==> src/sv/fvswm_pkg.sv <==
`default_nettype none

package fvswm_pkg;

	localparam int STEP_BITS     = 32;
	localparam int LEVEL_BITS    = 16;
	localparam int LEVEL_SHIFT   = 15;
	localparam int CFG_DATA_BITS = 32;

	localparam logic [63:0] Q30_ONE     = 64'd1073741824;
	localparam logic [63:0] HALF_PI_Q30 = 64'd1686629713;

	// pipeline control from the top level, shared by all voices
	typedef struct packed {
		logic tick;   // item with advance set accepted, phases step
		logic en_s1;  // first stage loads
		logic en_s2;  // second stage loads
	} fvswm_ctrl_t;

	// magnitude of one quarter-period entry: angle k << t_shift in q30 of a quarter turn,
	// odd taylor polynomial to degree 11 in q30, rounded to peak and clamped
	function automatic logic [63:0] quarter_sine(input logic [63:0] k, input int t_shift,
		input logic [63:0] peak);
		logic [63:0] t;
		logic [63:0] a;
		logic [63:0] a2;
		logic [63:0] s;
		logic [63:0] y;
		logic [63:0] v;
		t  = k << t_shift;
		a  = (t * HALF_PI_Q30) >> 30;
		a2 = (a * a) >> 30;
		s  = Q30_ONE - (((a2 * Q30_ONE) >> 30) / 64'd110);
		s  = Q30_ONE - (((a2 * s) >> 30) / 64'd72);
		s  = Q30_ONE - (((a2 * s) >> 30) / 64'd42);
		s  = Q30_ONE - (((a2 * s) >> 30) / 64'd20);
		s  = Q30_ONE - (((a2 * s) >> 30) / 64'd6);
		y  = (a * s) >> 30;
		v  = (y * peak + (64'd1 << 29)) >> 30;
		if (v > peak) begin
			v = peak;
		end
		return v;
	endfunction

endpackage

`default_nettype wire

==> src/sv/fvswm_sine_rom.sv <==
`default_nettype none

// full-period sine lookup built from a quarter-wave constant table
module fvswm_sine_rom import fvswm_pkg::*; #(
	parameter int TABLE_SIZE  = 1024,
	parameter int SAMPLE_BITS = 16
) (
	input  wire logic [$clog2(TABLE_SIZE)-1:0] index,
	output logic signed [SAMPLE_BITS-1:0]      entry
);

	localparam int ADDR_BITS = $clog2(TABLE_SIZE);
	localparam int QBITS     = ADDR_BITS - 2;
	localparam int QUARTER   = TABLE_SIZE / 4;
	localparam int T_SHIFT   = 30 - QBITS;
	localparam int PEAK      = (1 << (SAMPLE_BITS - 1)) - 1;

	// quarter-turn point, reached only by the folded odd quadrants
	localparam logic [SAMPLE_BITS-2:0] TOP_MAG =
		(SAMPLE_BITS-1)'(quarter_sine(64'(QUARTER), T_SHIFT, 64'(PEAK)));

	logic [SAMPLE_BITS-2:0] quarter_tab [QUARTER];
	logic [1:0]             quad;
	logic [QBITS:0]         k;
	logic [SAMPLE_BITS-2:0] mag;

	for (genvar g = 0; g < QUARTER; g++) begin : g_tab
		assign quarter_tab[g] = (SAMPLE_BITS-1)'(quarter_sine(64'(g), T_SHIFT, 64'(PEAK)));
	end

	assign quad = index[ADDR_BITS-1 -: 2];

	// odd quadrants read the quarter wave backwards
	always_comb begin
		if (quad[0]) begin
			k = (QBITS+1)'(QUARTER) - {1'b0, index[QBITS-1:0]};
		end else begin
			k = {1'b0, index[QBITS-1:0]};
		end
	end

	assign mag = k[QBITS] ? TOP_MAG : quarter_tab[k[QBITS-1:0]];

	// second half of the period is negative
	always_comb begin
		if (quad[1]) begin
			entry = -$signed({1'b0, mag});
		end else begin
			entry = $signed({1'b0, mag});
		end
	end

endmodule

`default_nettype wire

==> src/sv/fvswm_voice.sv <==
`default_nettype none

// one voice: phase accumulator, table read, level scaling
module fvswm_voice import fvswm_pkg::*; #(
	parameter int TABLE_SIZE  = 1024,
	parameter int SAMPLE_BITS = 16
) (
	input  wire logic                       clk,
	input  wire logic                       arst_n,
	input  wire fvswm_ctrl_t                ctrl,
	input  wire logic [STEP_BITS-1:0]       step,
	input  wire logic [LEVEL_BITS-1:0]      level,
	output logic signed [SAMPLE_BITS+1:0]   scaled
);

	localparam int ADDR_BITS = $clog2(TABLE_SIZE);
	localparam int PROD_BITS = SAMPLE_BITS + LEVEL_BITS + 1;

	logic [STEP_BITS-1:0]           phase_q;
	logic signed [SAMPLE_BITS-1:0]  entry;
	logic signed [SAMPLE_BITS-1:0]  entry_s1;
	logic signed [PROD_BITS-1:0]    prod;
	logic signed [SAMPLE_BITS+1:0]  scaled_s2;

	always_ff @(posedge clk or negedge arst_n) begin
		if (!arst_n) begin
			phase_q <= '0;
		end else if (ctrl.tick) begin
			phase_q <= phase_q + step;
		end
	end

	fvswm_sine_rom #(
		.TABLE_SIZE (TABLE_SIZE),
		.SAMPLE_BITS(SAMPLE_BITS)
	) u_rom (
		.index(phase_q[STEP_BITS-1 -: ADDR_BITS]),
		.entry(entry)
	);

	// level is unsigned, so it gets a zero sign bit
	assign prod = PROD_BITS'(entry_s1) * PROD_BITS'($signed({1'b0, level}));

	always_ff @(posedge clk) begin
		if (ctrl.en_s1) begin
			entry_s1 <= entry;
		end
		if (ctrl.en_s2) begin
			scaled_s2 <= prod[LEVEL_SHIFT +: SAMPLE_BITS+2];
		end
	end

	assign scaled = scaled_s2;

endmodule

`default_nettype wire

==> config.mk <==
export PLATFORM = sky130hd
export DESIGN_NAME = fvswm_voice
export DESIGN_NICKNAME = d
export VERILOG_FILES = /design/src/sv/fvswm_pkg.sv /design/src/sv/fvswm_sine_rom.sv /design/src/sv/fvswm_voice.sv
export SDC_FILE = /design/constraint.sdc
export NUM_CORES = 1
export LEC_CHECK = 0
export ABC_AREA = 1
export BUFFER_PORTS_ARGS = -buffer_cell sky130_fd_sc_hd__buf_2
export CELL_PAD_IN_SITES_DETAIL_PLACEMENT = 1
export CELL_PAD_IN_SITES_GLOBAL_PLACEMENT = 2
export CORE_UTILIZATION = 39
export DETAILED_ROUTE_END_ITERATION = 7
export PLACE_DENSITY = 0.95
export SETUP_SLACK_MARGIN = 0.4
export SYNTH_ARGS = -nofsm -noshare
export SYNTH_HDL_FRONTEND = slang
export SYNTH_HIERARCHICAL = 1
export SYNTH_SLANG_ARGS = --single-unit
==> constraint.sdc <==
create_clock -name clk -period 16.1 [get_ports clk]
set_clock_uncertainty 0.2 [all_clocks]
set_input_delay 0.805 -clock clk [delete_from_list [all_inputs] [get_ports clk]]
set_output_delay 0.805 -clock clk [all_outputs]
set_load 0.02 [all_outputs]
==> flow_metrics.py <==
metrics = {
    "worst_hold_path": {
        "hold_class": "register to register",
    },
    "synthesis": {
        "seq_area_frac_synth": 0.09820,
        "netlist_instances": 2981,
        "syn_area_per_cell_sq_um": 6.223,
        "synth_top_family_by_area": "simple AND/OR/NAND/NOR gates",
        "synth_xor_area_frac": 0.01275,
        "synth_mux_area_frac": 0,
        "syn_nets": 3402,
        "synth.top_cell.area_share": 0.2319,
        "synth_compound_area_frac": 0.05031,
        "synthDistinctLibCells": 41,
        "yosys-top-cells-area": "nand2_1 23%, fa_1 21%, inv_1 12%",
        "ys_ff_latch": 66,
        "synth_edf_count": 34,
        "synthFlopType": "edfxtp_1",
        "yosysTopAreaCell": "nand2_1",
        "synth-simple-area-share": 0.3616,
        "async_flop_share": 0.4848,
        "yosysWarnings": 6,
        "synth-adder-area-share": 0.3267,
        "syn_area_sq_um": 18550,
    },
    "outcome": {
        "violations": "design-rule violations",
        "status": "finished, violations left",
    },
    "routing": {
        "drtPass1Iterations": 7,
        "viasPerCell": 5.377,
        "wire_per_inst_um": 19.81,
        "postRouteAntennaNets": 0,
        "vias": 19210,
        "drc": 5,
        "drtIter0Drc": 1116,
        "drt_wl_total_um": 70750,
    },
    "clocking": {
        "htreeDepth": 3,
        "clkTransAtPathRegs_ns": 0.06,
        "clock_path_buffers": 2,
        "cts_buffers": 9,
        "root_buffer": "clkbuf_16",
        "tritoncts": "done",
        "post-cts-setup-buffer-count": 0,
        "clk_latency_ns": 0.35,
        "clock-sinks": 66,
        "cts_resized": 0,
        "hold_buffers": 0,
    },
    "placed_design": {
        "gp_congestion": 0.9359,
        "dpl.cell_count": 3556,
        "dpl.hpwl_um": 55470,
        "io_buffer_count": 70,
        "dp_slack_ns": 9.609,
    },
    "sta": {
        "finalHoldViolCount": 0,
        "min_period_ns": 6.300,
        "tns_ns": 0,
        "timing.fmax_mhz": 158.7,
        "rsz0062_at_grt": "false",
        "worst_pin_slew_ns": 0.9212,
        "finalSetupViolCount": 0,
        "period_share": 0.3913,
        "setup_ws_ns": 9.800,
        "maxSlewHeadroom": 0.3859,
        "finalMaxSlewViolations": 0,
    },
    "layout": {
        "final_cells": 3572,
        "final_util": 0.4177,
        "area_delta_synth_final_pct": 5.281,
        "fin_nets": 3381,
        "final_cell_mix": "1,146 x nand2_1, 592 x inv_1, 231 x nand3_1",
        "drive_above_1_share": 0.05261,
        "fillers": 6305,
        "n_antenna_cell": 0,
        "multi_input_area_sq_um": 13940,
        "seqCellArea_sq_um": 1822,
        "final_common_cell": "nand2_1",
    },
    "floorplanning": {
        "die_y_um": 220.1,
        "die_w_um": 220.1,
        "row_count": 79,
        "die_area_sq_um": 48440,
        "ios": 71,
        "core_sq_um": 46750,
        "start_util": 0.3968,
    },
    "critical_path": {
        "crit_fanout": 16,
        "path_common_cell": "fa_1",
        "worstPathArrival_ns": 6.21,
        "path_buf_inv": 3,
        "worst_path_largest_cell_delay_ns": 0.95,
        "worstPathCellList": "nand2_1, fa_1, inv_1, fa_1, fa_1, fa_1, fa_1, inv_1, fa_1, inv_1, ha_1, a21oi_1, o21ai_0, a21oi_1, nor2_1, nor2_1, nand2_1, nand2_1, nand2_1",
        "cp-end-kind": "register",
        "crit_family": "adder cells",
        "crit_type": "register to register",
        "slowest_stage": "edfxtp_1",
        "critPathRequiredTime_ns": 16.01,
        "critPathLaunchType": "register",
    },
    "grt": {
        "overflow": 0,
        "grt_start_max_net_pins": 70,
        "track_usage": 0.2989,
        "grt_pass1_wl_um": 111700,
        "antenna_found_initial": 0,
        "grt_pass1_vias": 20470,
    },
    "job": {
        "drv_cap": 0,
    },
}
[worst min-delay path, cell delays in order (launching register included)]
cell and delay (ns):
dfrtp_1 0.35, nand2_1 0.06, nand2_1 0.04
[area by class of cell]
type / instances / share of cell area
well taps: 607 / 0.03889
clock buffers: 9 / 0.01153
flip-flops and latches: 66 / 0.09327
multi-input cells: 2198 / 0.7138
inverters: 604 / 0.1161
clock inverters: 7 / 0.004292
repair buffers: 81 / 0.02217
[state kept, by name, indices dropped and copies added (netlist names)]
name / cells
phase_q: 32
entry_s1: 16
scaled: 18
[path summary, 6_finish.rpt]
path / startpoint / endpoint / slack, ns / cells after the start
max in group asynchronous: arst_n / phase_q[5] / 14.82 / 1
worst min-delay path: phase_q[0] / phase_q[0] / 0.28 / 2
min in group asynchronous: arst_n / phase_q[14] / 0.36 / 1
worst max-delay path: entry_s1[11] / scaled[16] / 9.80 / 19
worst max register to register: entry_s1[11] / scaled[16] / 9.80 / 19
worst min register to register: phase_q[0] / phase_q[0] / 0.28 / 2
[synth_stat cells, drive strengths merged (7+ instances only)]
cell    number
fa         194
nand4       25
xnor2       20
inv        603
nand3b      10
dfrtp       32
nand2     1168
o21ai       74
a21o         8
a21oi       86
edfxtp      34
nand3      240
ha         174
nor2       156
clkbuf      64
xor2         7
or2         10
buf         49
nor3        14
[logic make-up (layout without fill, tap and decap cells)]
group           count (synthesis)  after routing
compound gates                175            175
xor+xnor                       27             27
fa+ha+maj                     368            368
buf+inv                       717            701
flops                          66             66
simple gates                 1628           1628
[stage by stage]
step           hold WS, ns  instance area [sq um]
6_report            0.2784                  19530
5_1_grt             0.3218                  19530
4_1_cts             0.2828                  19530
3_5_place_dp        0.2675                  19220
3_3_place_gp        0.2578                  19220
2_1_floorplan       0.2459                  18550
[per-layer routing]
metal  vias up  part of all wire  global-route usage
li1       8939                 -                   -
met1      9454              0.40              0.3601
met2       601              0.50              0.5229
met3       213             0.049             0.03437
met4         0             0.053              0.1533
met5         -                 0                   0
Power is not shown: default switching activity piles up to over one toggle a cycle in this logic, so the estimate is an artifact.
